<file path="src/hdl/kds_pkg.sv">
// Shared types, constants and helpers for the matrix keypad debounce scanner.
// No dependencies; every other file in hdl/ imports this package.
package kds_pkg;

  // Matrix and queue geometry
  localparam int NUM_COLUMNS = 5;
  localparam int NUM_ROWS    = 5;
  localparam int FIFO_DEPTH  = 16;

  localparam int COL_W   = (NUM_COLUMNS > 1) ? $clog2(NUM_COLUMNS) : 1;
  localparam int ROW_W   = (NUM_ROWS > 1) ? $clog2(NUM_ROWS) : 1;
  localparam int KEY_W   = 5;
  localparam int MAT_W   = NUM_COLUMNS * NUM_ROWS;
  localparam int PTR_W   = $clog2(FIFO_DEPTH);
  localparam int CNT_W   = 5;
  localparam int CODE_W  = 8;
  localparam int DLY_W   = 8;
  localparam int STATE_W = 2;

  // Stream payload widths, padded to whole bytes
  localparam int S_TDATA_W = ((NUM_COLUMNS + MAT_W + 7) / 8) * 8;
  localparam int M_TDATA_W = ((CODE_W + CNT_W + STATE_W + 7) / 8) * 8;

  // Configuration register indexes
  localparam int CFG_IDX_W = 1;
  localparam logic [CFG_IDX_W-1:0] REG_PRESS_DELAY  = 1'd0;
  localparam logic [CFG_IDX_W-1:0] REG_REPEAT_DELAY = 1'd1;
  localparam logic [DLY_W-1:0] PRESS_DELAY_RST  = 8'd4;
  localparam logic [DLY_W-1:0] REPEAT_DELAY_RST = 8'd10;

  // Key code constants
  localparam logic [NUM_COLUMNS-1:0] COL_MASK    = {NUM_COLUMNS{1'b1}};
  localparam logic [CODE_W-1:0]      CODE_BASE   = 8'h61;
  localparam logic [CODE_W-1:0]      RELEASE_BIT = 8'h80;

  // Item kinds carried on s_tuser
  localparam logic OP_TICK = 1'b0;
  localparam logic OP_READ = 1'b1;

  // Reported key state codes
  localparam logic [STATE_W-1:0] KS_IDLE   = 2'd0;
  localparam logic [STATE_W-1:0] KS_UNSURE = 2'd1;
  localparam logic [STATE_W-1:0] KS_DOWN   = 2'd2;

  // Debouncer states
  typedef enum logic [2:0] {
    ST_IDLE   = 3'b001,
    ST_UNSURE = 3'b010,
    ST_DOWN   = 3'b100
  } state_t;

  // Classified item from the front end
  typedef struct packed {
    logic                                is_read;
    logic [NUM_COLUMNS-1:0]              lines;
    logic [NUM_COLUMNS-1:0]              row_one;
    logic [NUM_COLUMNS-1:0][ROW_W-1:0]   row_idx;
  } cmd_t;

  // Advance a code store pointer with wrap
  function automatic logic [PTR_W-1:0] ptr_wrap(input logic [PTR_W-1:0] p);
    ptr_wrap = (p == PTR_W'(FIFO_DEPTH - 1)) ? '0 : p + 1'b1;
  endfunction

  // Map the one-hot state to its reported code
  function automatic logic [STATE_W-1:0] state_code(input state_t s);
    logic [STATE_W-1:0] c;
    unique case (s)
      ST_IDLE:   c = KS_IDLE;
      ST_UNSURE: c = KS_UNSURE;
      ST_DOWN:   c = KS_DOWN;
      default:   c = KS_IDLE;
    endcase
    state_code = c;
  endfunction

endpackage

</file>
<file path="src/hdl/kds_front.sv">
// Front end: takes input items off the slave stream and classifies them.
// Depends on kds_pkg; feeds kds_queue.
module kds_front (
  input  logic                          s_tvalid,
  output logic                          s_tready,
  input  logic [kds_pkg::S_TDATA_W-1:0] s_tdata,
  input  logic                          s_tuser,
  input  logic                          q_ready,
  output logic                          push,
  output kds_pkg::cmd_t                 cmd
);
  import kds_pkg::*;

  logic [MAT_W-1:0] matrix;

  assign s_tready = q_ready;
  assign push     = s_tvalid & q_ready;
  assign matrix   = s_tdata[NUM_COLUMNS +: MAT_W];

  // Decode each column's closed rows: exactly-one flag and highest row
  always_comb begin
    cmd         = '0;
    cmd.is_read = (s_tuser == OP_READ);
    cmd.lines   = s_tdata[NUM_COLUMNS-1:0];
    for (int c = 0; c < NUM_COLUMNS; c++) begin
      cmd.row_one[c] = ($countones(matrix[c*NUM_ROWS +: NUM_ROWS]) == 1);
      for (int r = 0; r < NUM_ROWS; r++) begin
        if (matrix[c*NUM_ROWS + r]) begin
          cmd.row_idx[c] = ROW_W'(r);
        end
      end
    end
  end

endmodule

</file>
<file path="src/hdl/kds_queue.sv">
// Two-entry queue between the front end and the debounce engine.
// Depends on kds_pkg for the command type.
module kds_queue (
  input  logic          clk,
  input  logic          rst,
  input  logic          push,
  input  kds_pkg::cmd_t push_cmd,
  output logic          ready,
  input  logic          pop,
  output logic          valid,
  output kds_pkg::cmd_t head
);
  import kds_pkg::*;

  cmd_t       entries [2];
  logic       wr_ptr;
  logic       rd_ptr;
  logic [1:0] count;

  assign ready = (count != 2'd2);
  assign valid = (count != 2'd0);
  assign head  = entries[rd_ptr];

  // Store pushed commands
  always_ff @(posedge clk) begin
    if (push) begin
      entries[wr_ptr] <= push_cmd;
    end
  end

  // Advance pointers and occupancy
  always_ff @(posedge clk) begin
    if (rst) begin
      wr_ptr <= 1'b0;
      rd_ptr <= 1'b0;
      count  <= 2'd0;
    end else begin
      if (push) begin
        wr_ptr <= ~wr_ptr;
      end
      if (pop) begin
        rd_ptr <= ~rd_ptr;
      end
      if (push && !pop) begin
        count <= count + 2'd1;
      end else if (pop && !push) begin
        count <= count - 2'd1;
      end
    end
  end

endmodule

</file>
<file path="src/hdl/kds_engine.sv">
// Back end: debounce state machine, key code store and the result register.
// Depends on kds_pkg; consumes commands from kds_queue.
module kds_engine (
  input  logic                          clk,
  input  logic                          rst,
  input  logic                          q_valid,
  input  kds_pkg::cmd_t                 q_cmd,
  output logic                          q_pop,
  input  logic                          cfg_valid,
  output logic                          cfg_ready,
  input  logic [kds_pkg::CFG_IDX_W-1:0] cfg_index,
  input  logic [kds_pkg::DLY_W-1:0]     cfg_data,
  output logic                          m_tvalid,
  input  logic                          m_tready,
  output logic [kds_pkg::CODE_W-1:0]    out_code,
  output logic                          out_code_valid,
  output logic [kds_pkg::CNT_W-1:0]     out_count,
  output logic [kds_pkg::STATE_W-1:0]   out_state
);
  import kds_pkg::*;

  logic [DLY_W-1:0]       press_delay;
  logic [DLY_W-1:0]       repeat_delay;
  state_t                 state, state_next;
  logic [DLY_W-1:0]       counter, counter_next;
  logic [NUM_COLUMNS-1:0] pending, pending_next;
  logic [KEY_W-1:0]       last_key, last_key_next;
  logic [CODE_W-1:0]      code_store [FIFO_DEPTH];
  logic [PTR_W-1:0]       wr_ptr, wr_ptr_next;
  logic [PTR_W-1:0]       rd_ptr, rd_ptr_next;
  logic [CNT_W-1:0]       stored, stored_next;

  logic                   push_en;
  logic                   pop_en;
  logic [CODE_W-1:0]      push_code;
  logic [COL_W-1:0]       col;
  logic                   key_ok;
  logic [KEY_W-1:0]       new_key;

  assign cfg_ready = 1'b1;
  assign q_pop     = q_valid & (~m_tvalid | m_tready);

  // Configuration registers
  always_ff @(posedge clk) begin
    if (rst) begin
      press_delay  <= PRESS_DELAY_RST;
      repeat_delay <= REPEAT_DELAY_RST;
    end else if (cfg_valid) begin
      unique case (cfg_index)
        REG_PRESS_DELAY:  press_delay  <= cfg_data;
        REG_REPEAT_DELAY: repeat_delay <= cfg_data;
        default: ;
      endcase
    end
  end

  // Identify the key from the highest latched column
  always_comb begin
    col = '0;
    for (int c = 0; c < NUM_COLUMNS; c++) begin
      if (pending[c]) begin
        col = COL_W'(c);
      end
    end
    key_ok  = $onehot(pending) && !q_cmd.lines[col] && q_cmd.row_one[col];
    new_key = KEY_W'(col) * KEY_W'(NUM_ROWS) + KEY_W'(q_cmd.row_idx[col]);
  end

  // Next state of debouncer and code store pointers
  always_comb begin
    state_next    = state;
    counter_next  = counter;
    pending_next  = pending;
    last_key_next = last_key;
    wr_ptr_next   = wr_ptr;
    rd_ptr_next   = rd_ptr;
    stored_next   = stored;
    push_en       = 1'b0;
    pop_en        = 1'b0;
    push_code     = '0;
    if (q_pop) begin
      if (!q_cmd.is_read) begin
        if (state == ST_IDLE) begin
          if (q_cmd.lines != COL_MASK) begin
            pending_next = ~q_cmd.lines;
            state_next   = ST_UNSURE;
            counter_next = press_delay;
          end
        end else if (counter <= DLY_W'(1)) begin
          if (q_cmd.lines != COL_MASK) begin
            if (state == ST_UNSURE) begin
              state_next = ST_DOWN;
              if (key_ok) begin
                last_key_next = new_key;
              end
              push_en   = 1'b1;
              push_code = CODE_BASE + CODE_W'(last_key_next);
            end
            counter_next = repeat_delay;
          end else begin
            if (state == ST_DOWN) begin
              push_en   = 1'b1;
              push_code = (CODE_BASE + CODE_W'(last_key)) | RELEASE_BIT;
            end
            state_next   = ST_IDLE;
            counter_next = '0;
          end
        end else begin
          counter_next = counter - DLY_W'(1);
        end
      end else if (stored != '0) begin
        pop_en = 1'b1;
      end
    end
    // Push overwrites the oldest code when full
    if (push_en) begin
      wr_ptr_next = ptr_wrap(wr_ptr);
      if (stored == CNT_W'(FIFO_DEPTH)) begin
        rd_ptr_next = ptr_wrap(rd_ptr);
      end else begin
        stored_next = stored + CNT_W'(1);
      end
    end
    if (pop_en) begin
      rd_ptr_next = ptr_wrap(rd_ptr);
      stored_next = stored - CNT_W'(1);
    end
  end

  // Control registers
  always_ff @(posedge clk) begin
    if (rst) begin
      state    <= ST_IDLE;
      counter  <= '0;
      pending  <= '0;
      last_key <= '0;
      wr_ptr   <= '0;
      rd_ptr   <= '0;
      stored   <= '0;
      m_tvalid <= 1'b0;
    end else begin
      state    <= state_next;
      counter  <= counter_next;
      pending  <= pending_next;
      last_key <= last_key_next;
      wr_ptr   <= wr_ptr_next;
      rd_ptr   <= rd_ptr_next;
      stored   <= stored_next;
      if (q_pop) begin
        m_tvalid <= 1'b1;
      end else if (m_tready) begin
        m_tvalid <= 1'b0;
      end
    end
  end

  // Code store write and registered read
  always_ff @(posedge clk) begin
    if (push_en) begin
      code_store[wr_ptr] <= push_code;
    end
    if (q_pop) begin
      out_code       <= pop_en ? code_store[rd_ptr] : '0;
      out_code_valid <= pop_en;
      out_count      <= stored_next;
      out_state      <= state_code(state_next);
    end
  end

`ifndef ASSERT_OFF
  a_count_bound: assert property (@(posedge clk) disable iff (rst)
    stored <= CNT_W'(FIFO_DEPTH))
    else $error("code store count above depth");

  a_idle_counter: assert property (@(posedge clk) disable iff (rst)
    (state == ST_IDLE) |-> (counter == '0))
    else $error("tick counter running while idle");

  a_stall_holds: assert property (@(posedge clk) disable iff (rst)
    (m_tvalid && !m_tready) |=> $stable(stored) && $stable(state))
    else $error("engine advanced while result stalled");

  a_empty_read: assert property (@(posedge clk) disable iff (rst)
    (q_pop && q_cmd.is_read && stored == '0) |=> !out_code_valid)
    else $error("read of empty store returned a code");
`endif

endmodule

</file>
<file path="src/hdl/matrix_keypad_debounce_scanner.sv">
// Top level of the matrix keypad debounce scanner.
// Depends on kds_pkg, kds_front, kds_queue and kds_engine.
//
// Usage:
//   Slave stream s_*: one item per transfer. s_tuser selects the kind:
//   0 = timer tick carrying column samples and closed contacts, 1 = read
//   one key code. Every item gives exactly one result on the master
//   stream m_*, in order; m_tuser flags that a code was popped.
//   Config channel cfg_*: index 0 = press delay, 1 = repeat delay, in
//   ticks; always ready. Write only while no item is in flight.
//   Throughput: one item per cycle while m_tready is high; the engine
//   updates the debouncer and code store as it pops each item. An item
//   passes one queue stage and then one result register before its
//   result is valid.
//   Stall: when m_tready is low the result holds; the two-entry queue
//   fills and then s_tready drops until the result is taken.
//   Reset: synchronous rst returns the debouncer to idle, empties the
//   code store and loads delays 4 and 10.
module matrix_keypad_debounce_scanner (
  input  logic                          clk,
  input  logic                          rst,
  input  logic                          s_tvalid,
  output logic                          s_tready,
  // [4:0] column_lines, [29:5] key_matrix, [31:30] zero
  input  logic [kds_pkg::S_TDATA_W-1:0] s_tdata,
  // [0] opcode
  input  logic                          s_tuser,
  output logic                          m_tvalid,
  input  logic                          m_tready,
  // [7:0] key_code, [12:8] entry_count, [14:13] key_state, [15] zero
  output logic [kds_pkg::M_TDATA_W-1:0] m_tdata,
  // [0] code_valid
  output logic                          m_tuser,
  input  logic                          cfg_valid,
  output logic                          cfg_ready,
  input  logic [kds_pkg::CFG_IDX_W-1:0] cfg_index,
  input  logic [kds_pkg::DLY_W-1:0]     cfg_data
);
  import kds_pkg::*;

  cmd_t               front_cmd;
  cmd_t               q_head;
  logic               front_push;
  logic               q_ready;
  logic               q_valid;
  logic               q_pop;
  logic [CODE_W-1:0]  out_code;
  logic [CNT_W-1:0]   out_count;
  logic [STATE_W-1:0] out_state;

  // Accept and classify items
  kds_front u_front (
    .s_tvalid (s_tvalid),
    .s_tready (s_tready),
    .s_tdata  (s_tdata),
    .s_tuser  (s_tuser),
    .q_ready  (q_ready),
    .push     (front_push),
    .cmd      (front_cmd)
  );

  // Decouple front end from engine
  kds_queue u_queue (
    .clk      (clk),
    .rst      (rst),
    .push     (front_push),
    .push_cmd (front_cmd),
    .ready    (q_ready),
    .pop      (q_pop),
    .valid    (q_valid),
    .head     (q_head)
  );

  // Debounce, store codes and drive results
  kds_engine u_engine (
    .clk            (clk),
    .rst            (rst),
    .q_valid        (q_valid),
    .q_cmd          (q_head),
    .q_pop          (q_pop),
    .cfg_valid      (cfg_valid),
    .cfg_ready      (cfg_ready),
    .cfg_index      (cfg_index),
    .cfg_data       (cfg_data),
    .m_tvalid       (m_tvalid),
    .m_tready       (m_tready),
    .out_code       (out_code),
    .out_code_valid (m_tuser),
    .out_count      (out_count),
    .out_state      (out_state)
  );

  // Pack result fields
  assign m_tdata = M_TDATA_W'({out_state, out_count, out_code});

endmodule
</file>
<file path="config.mk">
export PLATFORM = sky130hd
export DESIGN_NAME = matrix_keypad_debounce_scanner
export DESIGN_NICKNAME = d
export VERILOG_FILES = /design/src/hdl/kds_pkg.sv /design/src/hdl/kds_front.sv /design/src/hdl/kds_queue.sv /design/src/hdl/kds_engine.sv /design/src/hdl/matrix_keypad_debounce_scanner.sv
export SDC_FILE = /design/constraint.sdc
export NUM_CORES = 1
export LEC_CHECK = 0
export BUFFER_PORTS_ARGS = -buffer_cell sky130_fd_sc_hd__buf_4
export CORE_MARGIN = 2
export CORE_UTILIZATION = 40
export CTS_BUF_LIST = sky130_fd_sc_hd__clkbuf_4 sky130_fd_sc_hd__clkbuf_8
export DETAILED_ROUTE_END_ITERATION = 6
export PLACE_DENSITY = 0.63
export SETUP_SLACK_MARGIN = 0.2
export SLEW_MARGIN = 10
export SYNTH_ARGS = -nofsm -noshare
export SYNTH_HDL_FRONTEND = slang
export SYNTH_SLANG_ARGS = --single-unit
</file>
<file path="constraint.sdc">
create_clock -name clk -period 13.8 [get_ports clk]
set_clock_uncertainty 0.05 [all_clocks]
set_input_delay 1.38 -clock clk [delete_from_list [all_inputs] [get_ports clk]]
set_output_delay 1.38 -clock clk [all_outputs]
set_load 0.1 [all_outputs]
</file>
After elaboration in Yosys (flattened, before gate mapping) --
Memory sizes are Yosys's and may differ from the RTL's. A register that Yosys moved wholly into a read port is not among the register bits. Index checks and enable logic that the tools add are counted.
Cells by class: add/subtract/negate cells 34, multipliers 1, $lt $le $gt $ge 2, equal/unequal tests 17, mux-type cells 84, bitwise logic cells 10, reductions and logical operators 20
Operators with widths (number):
- $add A32 B1 Y32 | 5
- $add A32 B32 Y32 | 5
- $eq A32 B2 Y1 const B | 5
- $mux W8 | 11
- $mux W5 | 10
- $mux W3 | 16
- $mux W1 | 26
- $add A1 B1 Y2 | 12
- $mux W2 | 12
- $mux W4 | 5
- $reduce_bool A2 Y1 | 5
- $bmux W3 S3 | 1
- $add A4 B1 Y4 const B | 2
- $add A7 B5 Y8 const A | 1
- $eq A4 B4 Y1 const B | 2
- $le A8 B1 Y1 const B | 1
- $sub A8 B1 Y8 const B | 1
- $add A7 B5 Y7 const A | 1
- $bmux W1 S3 | 2
- $eq A3 B1 Y1 const B | 2
- $eq A3 B2 Y1 const B | 2
- $eq A3 B3 Y1 const B | 2
- $not A1 Y1 | 6
- $reduce_and A2 Y1 | 3
- other kinds (22) | 30
Word-level totals: register bits 63, bits in writable memories 180, input port bits 47, output and inout port bits 20, word-level logic and storage cells 186, memories 2
Memory list:
- u_engine.code_store | depth 16, bits a word 8, read ports 1, clocked after Yosys merged registers in 1, write ports 1, line kds_engine.sv:28 | logic [CODE_W-1:0] code_store [FIFO_DEPTH];
- u_queue.entries | depth 2, bits a word 26, read ports 1, clocked after Yosys merged registers in 1, write ports 1, line kds_queue.sv:15 | cmd_t entries [2];

Longest topological paths before layout --
Gate-level depths: netlist of run 1.
word-level depth 23, mapped depth 15, depth with buffers taken out 15

By module --
Synthesis of run 1 repeated with hierarchy kept, for this count alone.
Second synthesis, totals: cells, all modules 849, area total of the unflattened synthesis 11487.3 um^2
By module, submodules not included:
- kds_engine | times used 1, cells each 666, area each 8745.9 um^2, sequential area each 5345.1 um^2
- kds_queue | times used 1, cells each 103, area each 2089.5 um^2, sequential area each 1661.6 um^2
- kds_front | times used 1, cells each 78, area each 640.6 um^2, sequential area each 0.0 um^2
- matrix_keypad_debounce_scanner | times used 1, cells each 2, area each 11.3 um^2, sequential area each 0.0 um^2

Worst setup path after synthesis of run 1 --
OpenSTA, ideal clock, no wires.
path type register -> register, from register (tool-made name), to memory u_engine.code_store[0][4] (data pin), library setup time 0.335 ns, arrival 4.098 ns, required time 13.415 ns, setup slack 9.316 ns, cell stages (with the launch flop) 14, path buffers 2, clock period less this slack 4.484 ns, path through dfxtp_1 -> buf_2 -> buf_2 -> mux4_2 -> a211oi_1 -> a21oi_1 -> ha_1 -> ha_1 -> a211oi_1 -> o22ai_1 -> o22a_1 -> nand4_1 -> o211a_1 -> nor3b_1
RTL lines (line):
- to (decl) | kds_engine.sv:28

Final worst setup path of run 1 --
from register u_engine.pending[1], to memory u_engine.code_store[13][5] (data pin)
Between the ends: longest elaborated chain between the ends 23, elaborated cells between the ends (all ways) 33, those cells by class 5 x add/sub; 1 x mul; 1 x eq/ne; 23 x mux; 3 x reduce/logical
Ends and longest elaborated chain:
- from (decl) | line kds_engine.sv:26 | logic [NUM_COLUMNS-1:0] pending, pending_next;
- from (signal assigned) | line kds_engine.sv:144 | pending <= pending_next;
- parallel branches: the longest is 9 deep, another holds $mul A3 B3 Y5
- $mux W5 * | line kds_engine.sv:93 | if (key_ok) begin
- $mux W5 * | line kds_engine.sv:91 | if (state == ST_UNSURE) begin
- $mux W5 * | line kds_engine.sv:90 | if (q_cmd.lines != COL_MASK) begin
- $mux W5 * | line kds_engine.sv:89 | end else if (counter <= DLY_W'(1)) begin
- $mux W5 * | line kds_engine.sv:83 | if (state == ST_IDLE) begin
- $mux W5 * | line kds_engine.sv:82 | if (!q_cmd.is_read) begin
- $mux W5 * | line kds_engine.sv:81 | if (q_pop) begin
- $add A7 B5 Y8 * | line kds_engine.sv:97 | push_code = CODE_BASE + CODE_W'(last_key_next);
- $mux W8 * | line kds_engine.sv:91
- $mux W8 * | line kds_engine.sv:90
- $mux W8 * | line kds_engine.sv:89
- $mux W8 * | line kds_engine.sv:83
- $mux W8 * | line kds_engine.sv:82
- $mux W8 * | line kds_engine.sv:81
- net u_engine.push_code[5] | line kds_engine.sv:35 | logic [CODE_W-1:0] push_code;
Mark *: on every way through the listed nets, which the timed path passes. The select of a mux whose other input is x is not followed.

==> results by group, run 1 <==
Hold path
  • Classification of the worst-slack hold path: reg2reg
  • Instance count along the most critical hold path: 2
  • Worst hold path endpoint: u_engine.press_delay[3]$_SDFFE_PP0P_
  • Hold Startpoint: u_engine.press_delay[3]$_SDFFE_PP0P_

Final layout
  • Proportion of layout cells with a drive suffix above 1: 22.5%
  • Post-route standard cell area excluding fillers: 13,500 sq um
  • Final-stage net count: 1,051
  • Filler cells: 2,575
  • Number of antenna repair diodes: 0
  • Non-Filler Instances: 1,371
  • Area growth from synthesis to layout: 14.0%

Pwr
  • Power per Cell Area: 174 nW/um^2
  • Worst IR Drop VDD: 0.0643 mV
  • LEAKAGE: 4.86 nW

Timing
  • Final hold violations: 0
  • Slew Limit Headroom: 29.8%
  • Setup repair after global routing missed its margin: false
  • Final worst setup slack: 9110 ps
  • Sum of negative setup slack: 0 ps
  • Slew @ Worst Pin: 1050 ps
  • Post-route minimum period: 4690 ps
  • Endpoints failing setup: 0
  • Final cycle utilization of the critical path: 34.0%
  • Final max-slew violation count: 0
  • Peak clock frequency supported by timing: 0.213 GHz

Critical path
  • Critical path capture point type: flip-flop
  • Critical path data required time: 13,940 ps
  • Kind of cell with the highest combined delay on the critical path: compound AO/OA/AOI/OAI gates
  • Arrival time of data at the critical path endpoint: 4830 ps
  • Capture instance of the worst register-to-register path: u_engine.code_store[13][5]$_DFFE_PP_
  • Register-to-register setup slack: 9110 ps
  • Slowest CP cell: a21oi_1
  • Critical Path Start Type: flip-flop
  • Ordered cell list for the critical path: nor2b_1 -> nor2_1 -> mux4_2 -> nor2b_1 -> a211oi_1 -> a21oi_1 -> ha_1 -> ha_1 -> fa_1 -> nand2b_1 -> o21ai_0 -> o22a_1 -> nand4_1 -> o211ai_1 -> a21oi_1
  • Worst reg2reg path startpoint: u_engine.pending[1]$_SDFFE_PP0P_
  • Maximum fanout along the worst path: 16
  • R2r worst-path depth: 15
  • Crit-path max cell delay: 850 ps
  • Crit Path Category: reg2reg
  • Worst path bufs/invs: 0

Die
  • Chip Width: 176 um
  • Area of the die: 31,000 sq um
  • Num ports: 67
  • Initial cell density of the core: 40.9%
  • Chip height: 176 um
  • Core ar.: 28,900 sq um
  • Std cell rows: 62

CTS
  • Post-CTS sizing: 0
  • Number of buffers created by CTS: 43
  • Clock-pin transition on the worst setup and hold timing paths: 60 ps
  • Number of post-CTS setup repair buffers: 0
  • Worst-case clock buffer depth: 3
  • Number of sinks driven by the clock tree: 252
  • Hold-fix buffers, CTS: 0
  • TritonCTS clock tree: done
  • H-Tree Level Count: 2
  • Worst-Skew Late Latency: 550 ps
  • Cell chosen for the clock root: clkbuf_8

Yosys
  • Synth Cell Area: 11,800 sq um
  • Cell type with the largest total area after synthesis: edfxtp_1
  • Count of yosys warnings during synthesis: 0
  • Avg Cell Area, Syn: 13.5 sq um
  • Netlist cell types: 79
  • Syn_nets: 974
  • EDFF count, synth: 196
  • Top area cells in the synthesized netlist: edfxtp_1, dfxtp_1, mux4_2, ha_1, fa_1
  • Number of flip-flops and latches in the synthesized netlist: 252
  • Post-synthesis cell count: 878
  • Prevailing post-synth register cell: edfxtp_1
  • Share of async-settable or async-resettable flops after synthesis: 0%
  • Area share of the largest cell type after synthesis: 49.7%
  • Sequential area share after synthesis: 59.2%

GRT
  • Number of antenna violations at the first check in global routing: 0
  • Wire length of the first global-routing pass: 38.4 mm
  • Global routing usage summed across all routing layers: 15.6%
  • Total congestion overflow: 0
  • Vias in the first global route: 7,225
  • Maximum number of pins on one net before global-route repair: 60

Routing
  • Vias per cell: 5.16
  • DRC viols: 0
  • Routed len/inst: 17.1 um
  • Total number of vias: 7,068
  • Antenna violation net count after detailed routing: 0
  • First-iteration detailed-routing DRC count: 561
  • Initial DRT Pass Iterations: 5
  • Final WL: 23.4 mm

Placed design
  • Routability Congestion: 0.780
  • Worst setup slack after placement: 8940 ps
  • Count of input and output buffers: 62
  • Total instance count after detailed placement: 1,294
  • Detailed-placement wirelength estimate: 15.9 mm
  • Placed standard-cell area: 12,700 sq um

Run status
  • Status: completed

Job
  • Maximum capacitance violations: 0
[stage by stage]
stage / total power, W / utilization, % / hold slack, ps
global placement: 0.00173 / 43.8 / 393
CTS: 0.00238 / 46.6 / 409
floorplan: 0.00158 / - / 382
detailed placement: 0.00174 / 43.8 / 401
finish: 0.00235 / 46.7 / 407
global route: 0.00249 / 46.7 / 425
[synthesized netlist by cell type, types with 3 or more instances]
master and instances:
a211oi_1 10, a211oi_2 3, a21o_1 4, a21oi_1 49
a31oi_1 8, and2_1 5, and2b_1 3, and3_1 23
buf_1 6, buf_2 9, buf_4 4, clkbuf_1 18
dfxtp_1 56, edfxtp_1 196, fa_1 13, ha_1 36
inv_1 55, mux2_2 5, mux2i_1 22, mux4_2 47
nand2_1 69, nand2b_1 13, nand3_1 13, nand3b_1 4
nand4_1 3, nand4b_1 4, nor2_1 61, nor2b_1 16
nor3_1 12, nor3_2 3, nor3b_1 5, nor4_1 4
o21ai_0 20, o21bai_1 3, o22ai_1 3, or2_2 5
or3_1 4, xnor2_1 10, xor2_1 6
[cells in the final DEF (no fill, tap or decap), types with 23 or more instances in the layout]
| cell | count |
|---|---|
| and3_1 | 23 |
| a21oi_1 | 48 |
| mux4_2 | 47 |
| dfxtp_1 | 55 |
| ha_1 | 36 |
| clkbuf_8 | 45 |
| edfxtp_1 | 196 |
| nor2_1 | 60 |
| inv_1 | 55 |
| nand2_1 | 69 |
| buf_4 | 71 |
[worst max-delay path by stage]
| stage | slack (ps) | end | start | depth (start not counted) |
|---|---|---|---|---|
| 3_3_place_gp | 9120 | u_engine.code_store[8][3]$_DFFE_PP_ | u_engine.pending[1]$_SDFFE_PP0P_ | 13 |
| 6_report | 9110 | u_engine.code_store[13][5]$_DFFE_PP_ | u_engine.pending[1]$_SDFFE_PP0P_ | 15 |
| 5_1_grt | 8600 | u_engine.code_store[11][5]$_DFFE_PP_ | u_engine.pending[1]$_SDFFE_PP0P_ | 15 |
| 2_1_floorplan | 9320 | u_engine.code_store[0][4]$_DFFE_PP_ | flip-flop | 13 |
| 3_5_place_dp | 8940 | u_engine.code_store[9][3]$_DFFE_PP_ | u_engine.pending[1]$_SDFFE_PP0P_ | 13 |
| 4_1_cts | 8930 | u_engine.code_store[3][3]$_DFFE_PP_ | u_engine.pending[1]$_SDFFE_PP0P_ | 13 |
[final cells by class]
| cell class | instances | area, sq um | area share (%) |
|---|---|---|---|
| timing repair buffer | 71 | 533 | 3.95 |
| clock buffer | 59 | 724 | 5.37 |
| multi-input combinational | 532 | 4460 | 33.0 |
| tap | 384 | 480 | 3.56 |
| sequential | 252 | 7010 | 51.9 |
| inverter | 55 | 206 | 1.53 |
| clock inverter | 18 | 91.3 | 0.677 |
[report_power, final]
part | total [W] | switching (W) | internal [W] | leakage, nW
combinational | 0.000764 | 0.000500 | 0.000264 | 2.19
clock | 0.000633 | 0.000291 | 0.000342 | 0.438
sequential | 0.000950 | 0.0000485 | 0.000902 | 2.23
total | 0.00235 | 0.000839 | 0.00151 | 4.86
[logic make-up after synthesis]
logic type / Yosys count / synth area share (%)
simple gates: 263 / 11.7
flops: 252 / 59.2
compound gates: 127 / 7.14
buf+inv: 94 / 3.35
mux: 75 / 11.4
fa+ha+maj: 49 / 6.00
xor+xnor: 16 / 1.18
other cells: 2 / 0.0634
[worst register-to-register path, cell delays in order (launching register included)]
cell	delay [ps]
dfxtp_1	320
nor2b_1	150
nor2_1	450
mux4_2	380
nor2b_1	140
a211oi_1	270
a21oi_1	70
ha_1	310
ha_1	240
fa_1	410
nand2b_1	100
o21ai_0	80
o22a_1	270
nand4_1	140
o211ai_1	100
a21oi_1	850
[flip-flops by register name, summed over array words and instances (netlist names), 5 cells and up, named ones only]
signal / count
u_engine.code_store: 128
u_queue.entries: 52
u_engine.counter: 8
u_engine.out_code: 8
u_engine.press_delay: 8
u_engine.repeat_delay: 8
u_engine.last_key: 5
u_engine.out_count: 5
u_engine.pending: 5
u_engine.stored: 5
[metal layers]
layer	share of wire [%]	vias to the layer above	GRT usage, %
li1	-	3429	-
met1	46	3439	21.4
met2	48	162	25.9
met3	4.9	38	2.97
met4	1.6	0	3.79
met5	0	-	0
No activity file was read; power rests on OpenSTA's default activity.
==> inputs of run 2 (changes only) <==
--- a/config.mk
+++ b/config.mk
@@ -5,12 +5,13 @@
 export SDC_FILE = /design/constraint.sdc
 export NUM_CORES = 1
 export LEC_CHECK = 0
+export ABC_AREA = 1
 export BUFFER_PORTS_ARGS = -buffer_cell sky130_fd_sc_hd__buf_4
 export CORE_MARGIN = 2
 export CORE_UTILIZATION = 40
 export CTS_BUF_LIST = sky130_fd_sc_hd__clkbuf_4 sky130_fd_sc_hd__clkbuf_8
 export DETAILED_ROUTE_END_ITERATION = 6
-export PLACE_DENSITY = 0.63
+export PLACE_DENSITY = 0.65
 export SETUP_SLACK_MARGIN = 0.2
 export SLEW_MARGIN = 10
 export SYNTH_ARGS = -nofsm -noshare
==> constraint.sdc (replaced) <==
create_clock -name clk -period 3.8 [get_ports clk]
set_clock_uncertainty 0.05 [all_clocks]
set_input_delay 0.38 -clock clk [delete_from_list [all_inputs] [get_ports clk]]
set_output_delay 0.38 -clock clk [all_outputs]
set_load 0.1 [all_outputs]
==> run 2 against run 1 <==
  * Wire length grew 11%
  * Sequential share of layout area shrank 1.8 points
  * Design area grew 3.7%
  * First-iteration DRC count grew 8.2%
  * Cell count grew 24%
  * Power grew to 4.0 times the previous value
  * Combinational power grew to 4.5 times the previous value
  * Via count grew 21%
  * Critical path depth grew 4
  * Worst hold slack lost 370 ps
  * Flip-flop and latch count is the same
  * Largest power group is now combinational logic
==> results by group, run 2 <==
Critical path
  • Slowest CP cell: fa_2 (was a21oi_1)
  • Crit-path max cell delay: 530 ps (was 850 ps)
  • Critical Path Start Type: flip-flop (unchanged)
  • Arrival time of data at the critical path endpoint: 3590 ps (was 4830 ps)
  • Worst path most repeated cell: nand2_1
  • Critical path data required time: 4010 ps (was 13,940 ps)
  • Critical path capture point type: flip-flop (unchanged)
  • Maximum fanout along the worst path: 8 (was 16)
  • Ordered cell list for the critical path: inv_2 -> nand2_2 -> a21oi_4 -> buf_4 -> o311ai_1 -> a21oi_1 -> a21oi_1 -> ha_1 -> ha_2 -> fa_2 -> nand3b_1 -> nand2_1 -> nor2_1 -> nand3_1 -> nand2_1 -> nand2_1 -> nand2_2 -> buf_6 -> clkinvlp_4 (was nor2b_1 -> nor2_1 -> mux4_2 -> nor2b_1 -> a211oi_1 -> a21oi_1 -> ha_1 -> ha_1 -> fa_1 -> nand2b_1 -> o21ai_0 -> o22a_1 -> nand4_1 -> o211ai_1 -> a21oi_1)
  • Crit Path Category: reg2reg (unchanged)

Timing
  • Sum of negative setup slack: 0 ps (unchanged)
  • Final max-slew violation count: 0 (unchanged)
  • Endpoints failing setup: 0 (unchanged)
  • Slew @ Worst Pin: 1150 ps (was 1050 ps)
  • Final cycle utilization of the critical path: 88.8% (was 34.0%)
  • Slew Limit Headroom: 23.4% (was 29.8%)
  • Final hold violations: 0 (unchanged)
  • Setup repair after global routing missed its margin: false (unchanged)
  • Peak clock frequency supported by timing: 0.296 GHz (was 0.213 GHz)
  • Post-route minimum period: 3380 ps (was 4690 ps)

Yosys
  • EDFF count, synth: 196 (unchanged)
  • Syn_nets: 1,230 (was 974)
  • Share of async-settable or async-resettable flops after synthesis: 0% (unchanged)
  • Cell type with the largest total area after synthesis: edfxtp_1 (unchanged)
  • Post-synthesis cell count: 1,134 (was 878)
  • Count of yosys warnings during synthesis: 0 (unchanged)
  • Synth Cell Area: 11,500 sq um (was 11,800 sq um)
  • Number of flip-flops and latches in the synthesized netlist: 252 (unchanged)
  • Prevailing post-synth register cell: edfxtp_1 (unchanged)
  • Most common cell in the netlist: edfxtp_1 (unchanged)
  • Top area cells in the synthesized netlist: edfxtp_1, dfxtp_1, nand2_1, nor2_1, o21ai_0 (was edfxtp_1, dfxtp_1, mux4_2, ha_1, fa_1)
  • Ranking of synthesized cells by instance count: edfxtp_1, nand2_1, nor2_1, inv_1, o21ai_0 (was edfxtp_1, nand2_1, nor2_1, dfxtp_1, inv_1)
  • Sequential area share after synthesis: 60.8% (was 59.2%)
  • Avg Cell Area, Syn: 10.2 sq um (was 13.5 sq um)
  • Area share of the largest cell type after synthesis: 51.0% (was 49.7%)
  • Netlist cell types: 44 (was 79)

CTS
  • H-Tree Level Count: 2 (unchanged)
  • Number of buffers created by CTS: 42 (was 43)
  • Worst-case clock buffer depth: 3 (unchanged)
  • Cell chosen for the clock root: clkbuf_8 (unchanged)
  • TritonCTS clock tree: done (unchanged)
  • Worst-Skew Late Latency: 550 ps (about the same)
  • Clock-pin transition on the worst setup and hold timing paths: 60 ps (about the same)
  • Number of sinks driven by the clock tree: 252 (unchanged)

Die
  • Std cell rows: 62 (unchanged)
  • Area of the die: 30,200 sq um (was 31,000 sq um)
  • Initial cell density of the core: 40.4% (was 40.9%)
  • Core ar.: 28,500 sq um (was 28,900 sq um)
  • Num ports: 67 (unchanged)
  • Chip Width: 174 um (was 176 um)
  • Chip height: 174 um (was 176 um)

Pwr
  • Total power draw: 0.00933 W (was 0.00235 W)
  • LEAKAGE: 5.57 nW (was 4.86 nW)
  • Worst IR Drop VDD: 0.520 mV (was 0.0643 mV)
  • Power per Cell Area: 666 nW/um^2 (was 174 nW/um^2)

GRT
  • Maximum number of pins on one net before global-route repair: 67 (was 60)
  • Global routing usage summed across all routing layers: 17.1% (was 15.6%)
  • Total congestion overflow: 0 (unchanged)
  • Wire length of the first global-routing pass: 41.5 mm (was 38.4 mm)
  • Vias in the first global route: 8,286 (was 7,225)
  • Number of antenna violations at the first check in global routing: 0 (unchanged)

Routing
  • Final WL: 26.0 mm (was 23.4 mm)
  • Vias per cell: 5.01 (was 5.16)
  • Routed len/inst: 15.3 um (was 17.1 um)
  • Initial DRT Pass Iterations: 5 (unchanged)
  • Total number of vias: 8,533 (was 7,068)
  • Antenna violation net count after detailed routing: 0 (unchanged)
  • DRC viols: 0 (unchanged)
  • First-iteration detailed-routing DRC count: 607 (was 561)

Placed design
  • Routability Congestion: 0.868 (was 0.780)
  • Total instance count after detailed placement: 1,600 (was 1,294)
  • Count of input and output buffers: 62 (unchanged)
  • Detailed-placement wirelength estimate: 17.1 mm (was 15.9 mm)

Final layout
  • Top library cells by usage in the layout, fill and taps aside: edfxtp_1, nand2_1, nor2_1 (was edfxtp_1, buf_4, nand2_1)
  • Final-stage net count: 1,383 (was 1,051)
  • Largest registers ranked by flip-flop count: u_engine.code_store: 128 flops, u_queue.entries: 52 flops (unchanged)
  • Area growth from synthesis to layout: 21.4% (was 14.0%)
  • Proportion of layout cells with a drive suffix above 1: 18.4% (was 22.5%)
  • Non-Filler Instances: 1,702 (was 1,371)
  • Number of antenna repair diodes: 0 (unchanged)
  • Flip-flop count of the largest register, all copies and words added: 128 (unchanged)
  • Register name with the most flops: u_engine.code_store (unchanged)
  • Most frequent standard cell in the layout excluding fill and tap cells: edfxtp_1 (unchanged)

Job
  • Maximum capacitance violations: 0 (unchanged)

Run status
  • Status: completed (unchanged)

Hold path
  • Classification of the worst-slack hold path: in2reg (was reg2reg)
## run 2: cell types whose count changed after synthesis, sizes merged, moves of 14 or more
cell	before	now
mux4	47	0
mux2i	22	1
nand2	70	177
inv	55	126
nor2b	16	0
and3	23	1
nand3	14	43
o21ai	21	124
o22ai	3	18
o221ai	1	15
nor2	61	170
## run 2: logic make-up after synthesis
family                   share of synthesized area [%]
buffers and inverters                             5.69
XOR/XNOR                                         0.835
other                                           0.0651
flip-flops                                        60.8
AO/OA/AOI/OAI                                     11.9
multiplexers                                    0.0868
adder cells (fa/ha/maj)                           6.16
AND/OR/NAND/NOR                                   14.5
## run 2: final cells by class
type                            instances  area [sq um]
Inverter                              128           484
Sequential cell                       252          7010
Multi-Input combinational cell        716          3950
Fill cell                            2701         14500
Timing Repair Buffer                  146          1180
Timing Repair inverter                  1          7.51
Tap cell                              384           480
Clock inverter                         14           139
Clock buffer                           61           752
## run 2: timing repair
action / CTS / global route
endpoints found under the setup margin: 48 / 96
endpoints found under the hold margin: 30 / 0
pin swaps: 1 / 12
cloned: 1 / 1
resized for setup: 10 / 27
hold buffers: 18 / 0
setup buffers: 0 / 7
## run 2: final timing paths
path	slack [ps]	cells past startpoint	from	endpoint
min	40	3	cfg_data[0]	u_engine.press_delay[0]$_SDFFE_PP0P_
max	420	19	u_engine.pending[2]$_SDFFE_PP0P_	u_engine.code_store[0][6]$_DFFE_PP_
min reg2reg	420	2	u_engine.press_delay[2]$_SDFFE_PP1P_	u_engine.press_delay[2]$_SDFFE_PP1P_
max reg2reg	420	19	u_engine.pending[2]$_SDFFE_PP0P_	u_engine.code_store[0][6]$_DFFE_PP_
## run 2: power by group
part	total [W]	leakage, nW	internal [W]	switching, W
registers	0.00342	2.29	0.00328	0.000137
clock network	0.00249	0.465	0.00142	0.00106
logic	0.00343	2.82	0.00116	0.00227
## run 2: metrics by stage
stage               cell area (sq um)  util, %  worst slack, ps  hold WS (ps)
global placement                12800     44.7             -238           390
finish                          14000     49.0              425          38.7
floorplan                       11500        -              283           376
global route                    14000     49.0              184          55.3
CTS                             13900     48.6              220          6.05
detailed placement              12800     44.7             -321           402
## run 2: worst max-delay path: cells and delay by family, from the launching register on
family | cells | cell delay, ps
compound gates | 4 | 570
buf+inv | 4 | 490
flops | 1 | 350
simple gates | 8 | 650
fa+ha+maj | 3 | 970
## run 2: layer usage
layer  track usage (%)  vias to the layer above  part of all wire, %
met5                 0                        -                    0
met4              6.62                        0                  3.3
met3              2.63                       63                  5.1
li1                  -                     4208                    -
met1              22.1                     4029                   43
met2              29.2                      233                   48
==> inputs of run 3 (changes only) <==
--- a/config.mk
+++ b/config.mk
@@ -16,4 +16,5 @@
 export SLEW_MARGIN = 10
 export SYNTH_ARGS = -nofsm -noshare
 export SYNTH_HDL_FRONTEND = slang
+export SYNTH_HIERARCHICAL = 1
 export SYNTH_SLANG_ARGS = --single-unit
==> run 3 against run 2 <==
  * Combinational power decreased by 12%
  * Worst hold slack lost 15 ps
  * Maximum frequency shrank 3.0%
  * Non-clock buffer count fell by 14
  * Die area rose by 0.43%
  * Power decreased by 5.4%
  * Cell count fell by 5.0%
  * Synthesized cell count shrank 5.4%
  * Critical path depth fell by 3
  * Critical endpoint is now u_engine/code_store[6][6]$_DFFE_PP_
  * Largest cell class unchanged
  * Largest power group is now registers
==> results by group, run 3 <==
Timing
  • Final hold violations: 0 (unchanged)
  • Setup repair after global routing missed its margin: false (unchanged)
  • Final worst setup slack: 319 ps (was 425 ps)
  • Final max-slew violation count: 0 (unchanged)
  • Slew @ Worst Pin: 1140 ps (was 1150 ps)
  • Sum of negative setup slack: 0 ps (unchanged)
  • Post-route minimum period: 3480 ps (was 3380 ps)
  • Peak clock frequency supported by timing: 0.287 GHz (was 0.296 GHz)
  • Final cycle utilization of the critical path: 91.6% (was 88.8%)
  • Endpoints failing setup: 0 (unchanged)
  • Minimum hold slack: 24.0 ps (was 38.7 ps)
  • Slew Limit Headroom: 24.2% (was 23.4%)

Critical path
  • Critical Path Start Type: flip-flop (unchanged)
  • Critical path data required time: 4050 ps (was 4010 ps)
  • Crit Path Category: reg2reg (unchanged)
  • Arrival time of data at the critical path endpoint: 3730 ps (was 3590 ps)
  • Ordered cell list for the critical path: fa_1 -> inv_1 -> fa_1 -> inv_1 -> ha_1 -> or2_2 -> nor3_4 -> buf_6 -> nand3_1 -> nand2_2 -> ha_4 -> nand4_1 -> buf_4 -> nand2_2 -> a21oi_4 -> buf_6 (was inv_2 -> nand2_2 -> a21oi_4 -> buf_4 -> o311ai_1 -> a21oi_1 -> a21oi_1 -> ha_1 -> ha_2 -> fa_2 -> nand3b_1 -> nand2_1 -> nor2_1 -> nand3_1 -> nand2_1 -> nand2_1 -> nand2_2 -> buf_6 -> clkinvlp_4)
  • Slowest CP cell: fa_1 (was fa_2)
  • Maximum fanout along the worst path: 8 (unchanged)
  • Worst path bufs/invs: 5 (was 4)
  • Kind of cell with the highest combined delay on the critical path: adder cells (unchanged)
  • Critical path capture point type: flip-flop (unchanged)
  • Crit-path max cell delay: 530 ps (about the same)

Job
  • Maximum capacitance violations: 0 (unchanged)

Final layout
  • Post-route standard cell area excluding fillers: 13,800 sq um (was 14,000 sq um)
  • Post-layout utilization of the core: 48.3% (was 49.0%)
  • Flip-flop count of the largest register, all copies and words added: 128 (unchanged)
  • Most frequent standard cell in the layout excluding fill and tap cells: edfxtp_1 (unchanged)
  • Final-stage net count: 1,285 (was 1,383)
  • Proportion of layout cells with a drive suffix above 1: 22.1% (was 18.4%)
  • Register name with the most flops: u_engine/code_store (was u_engine.code_store)
  • Number of antenna repair diodes: 0 (unchanged)
  • Area growth from synthesis to layout: 19.5% (was 21.4%)
  • Top library cells by usage in the layout, fill and taps aside: edfxtp_1, nor2_1, nand2_1 (was edfxtp_1, nand2_1, nor2_1)
  • Largest registers ranked by flip-flop count: u_engine/code_store: 128 flops, u_queue/entries: 52 flops (was u_engine.code_store: 128 flops, u_queue.entries: 52 flops)
  • Filler cells: 2,536 (was 2,701)

Yosys
  • Syn_nets: 1,157 (was 1,230)
  • Netlist cell types: 44 (unchanged)
  • EDFF count, synth: 196 (unchanged)
  • Count of yosys warnings during synthesis: 6 (was 0)
  • Top area cells in the synthesized netlist: edfxtp_1, dfxtp_1, o21ai_0, nor2_1, nand2_1 (was edfxtp_1, dfxtp_1, nand2_1, nor2_1, o21ai_0)
  • Avg Cell Area, Syn: 10.8 sq um (was 10.2 sq um)
  • Sequential area share after synthesis: 60.5% (was 60.8%)
  • Post-synthesis cell count: 1,073 (was 1,134)
  • Number of flip-flops and latches in the synthesized netlist: 252 (unchanged)
  • Cell type with the largest total area after synthesis: edfxtp_1 (unchanged)
  • Ranking of synthesized cells by instance count: edfxtp_1, nor2_1, nand2_1, o21ai_0, inv_1 (was edfxtp_1, nand2_1, nor2_1, inv_1, o21ai_0)
  • Prevailing post-synth register cell: edfxtp_1 (unchanged)
  • Most common cell in the netlist: edfxtp_1 (unchanged)
  • Area share of the largest cell type after synthesis: 50.8% (was 51.0%)
  • Synth Cell Area: 11,600 sq um (was 11,500 sq um)
  • Share of async-settable or async-resettable flops after synthesis: 0% (unchanged)

Die
  • Core ar.: 28,600 sq um (was 28,500 sq um)
  • Chip height: 174 um (about the same)
  • Area of the die: 30,300 sq um (was 30,200 sq um)
  • Std cell rows: 62 (unchanged)
  • Num ports: 67 (unchanged)
  • Chip Width: 174 um (about the same)
  • Initial cell density of the core: 40.5% (was 40.4%)

GRT
  • Maximum number of pins on one net before global-route repair: 67 (unchanged)
  • Total congestion overflow: 0 (unchanged)
  • Wire length of the first global-routing pass: 40.0 mm (was 41.5 mm)
  • Vias in the first global route: 7,904 (was 8,286)
  • Global routing usage summed across all routing layers: 16.4% (was 17.1%)
  • Number of antenna violations at the first check in global routing: 0 (unchanged)

CTS
  • Worst-Skew Late Latency: 560 ps (was 550 ps)
  • H-Tree Level Count: 2 (unchanged)
  • TritonCTS clock tree: done (unchanged)
  • Clock-pin transition on the worst setup and hold timing paths: 60 ps (about the same)
  • Cell chosen for the clock root: clkbuf_8 (unchanged)
  • Number of sinks driven by the clock tree: 252 (unchanged)
  • Worst-case clock buffer depth: 3 (unchanged)
  • Number of buffers created by CTS: 42 (unchanged)

Routing
  • Routed len/inst: 15.5 um (was 15.3 um)
  • Vias per cell: 4.96 (was 5.01)
  • Total number of vias: 8,018 (was 8,533)
  • DRC viols: 0 (unchanged)
  • Initial DRT Pass Iterations: 4 (was 5)
  • Final WL: 25.1 mm (was 26.0 mm)
  • Antenna violation net count after detailed routing: 0 (unchanged)
  • First-iteration detailed-routing DRC count: 524 (was 607)

Placed design
  • Count of input and output buffers: 62 (unchanged)
  • Routability Congestion: 0.881 (was 0.868)
  • Placed standard-cell area: 12,700 sq um (was 12,800 sq um)
  • Worst setup slack after placement: -326 ps (was -321 ps)
  • Detailed-placement wirelength estimate: 16.3 mm (was 17.1 mm)

Pwr
  • LEAKAGE: 5.46 nW (was 5.57 nW)
  • Worst IR Drop VDD: 0.461 mV (was 0.520 mV)
  • Power per Cell Area: 638 nW/um^2 (was 666 nW/um^2)

Hold path
  • Classification of the worst-slack hold path: in2reg (unchanged)

Run status
  • Status: completed (unchanged)
## run 3: cell types whose count changed after synthesis, moves of 7 or more
cell     previous run  this run
nand2_1           174       130
inv_1             121        98
mux2_4              0        20
nor2_1            166       146
ha_1               36        24
buf_4               4        14
o21ai_0           119       110
inv_2               5        13
nor3_1             14         7
## run 3: worst register-to-register path, stage by stage, from the launching register on
cell and delay, ps:
dfxtp_1 320, fa_1 530, inv_1 50, fa_1 340
inv_1 60, ha_1 210, or2_2 320, nor3_4 230
buf_6 130, nand3_1 120, nand2_2 140, ha_4 140
nand4_1 110, buf_4 160, nand2_2 70, a21oi_4 80
buf_6 150
## run 3: repair_timing
action / CTS / global route
pin swaps: 1 / 4
gates cloned: 0 / 1
hold endpoints to repair: 25 / 0
setup buffers: 1 / 2
setup endpoints to repair: 48 / 240
resized for setup: 4 / 26
hold buffers: 15 / 0
## run 3: where the power goes
part / total (W) / switching, W / leakage, nW / internal [W]
combinational: 0.00302 / 0.00198 / 2.68 / 0.00104
sequential: 0.00340 / 0.000136 / 2.32 / 0.00326
clock: 0.00241 / 0.00109 / 0.461 / 0.00132
total: 0.00883 / 0.00321 / 5.46 / 0.00562
## run 3: kinds of logic (layout without fill, tap and decap cells)
family | after synthesis | after routing | synth area share (%)
AND/OR/NAND/NOR | 347 | 347 | 12.6
other | 2 | 2 | 0.0648
multiplexers | 26 | 26 | 3.18
adder cells (fa/ha/maj) | 37 | 37 | 4.84
buffers and inverters | 162 | 322 | 6.14
XOR/XNOR | 12 | 12 | 0.908
flip-flops | 252 | 252 | 60.5
AO/OA/AOI/OAI | 235 | 235 | 11.8
## run 3: metrics by stage
step / total power [W] / std cells
CTS: 0.00881 / 1614
global placement: 0.00631 / 1522
floorplan: 0.00561 / 1073
finish: 0.00883 / 1617
detailed placement: 0.00636 / 1522
global route: 0.00931 / 1617
## run 3: final timing paths
path,start,end,slack [ps],depth (start not counted)
setup / recovery,u_engine/pending[0]$_SDFFE_PP0P_,u_engine/code_store[6][6]$_DFFE_PP_,320,16
hold / removal,s_tdata[29],u_queue/entries[0][14]$_DFFE_PP_,20,1
setup reg to reg,u_engine/pending[0]$_SDFFE_PP0P_,u_engine/code_store[6][6]$_DFFE_PP_,320,16
hold reg to reg,u_engine/repeat_delay[4]$_SDFFE_PP0P_,u_engine/repeat_delay[4]$_SDFFE_PP0P_,440,2
## run 3: cell type report
cell class	count	area (sq um)	share of cell area (%)
clock inverter	14	91.3	0.660
timing repair buffer	132	1080	7.84
clock buffer	62	772	5.58
inverter	114	429	3.10
sequential	252	7010	50.7
tap	384	480	3.47
multi-input combinational	659	3970	28.7
## run 3: per-layer routing
metal	GRT usage, %	part of all wire, %	wire length [um]
met5	0	0	0
met4	4.83	2.1	531
met3	2.93	4.2	1050
met2	29.1	50	12600
met1	20.4	43	10900
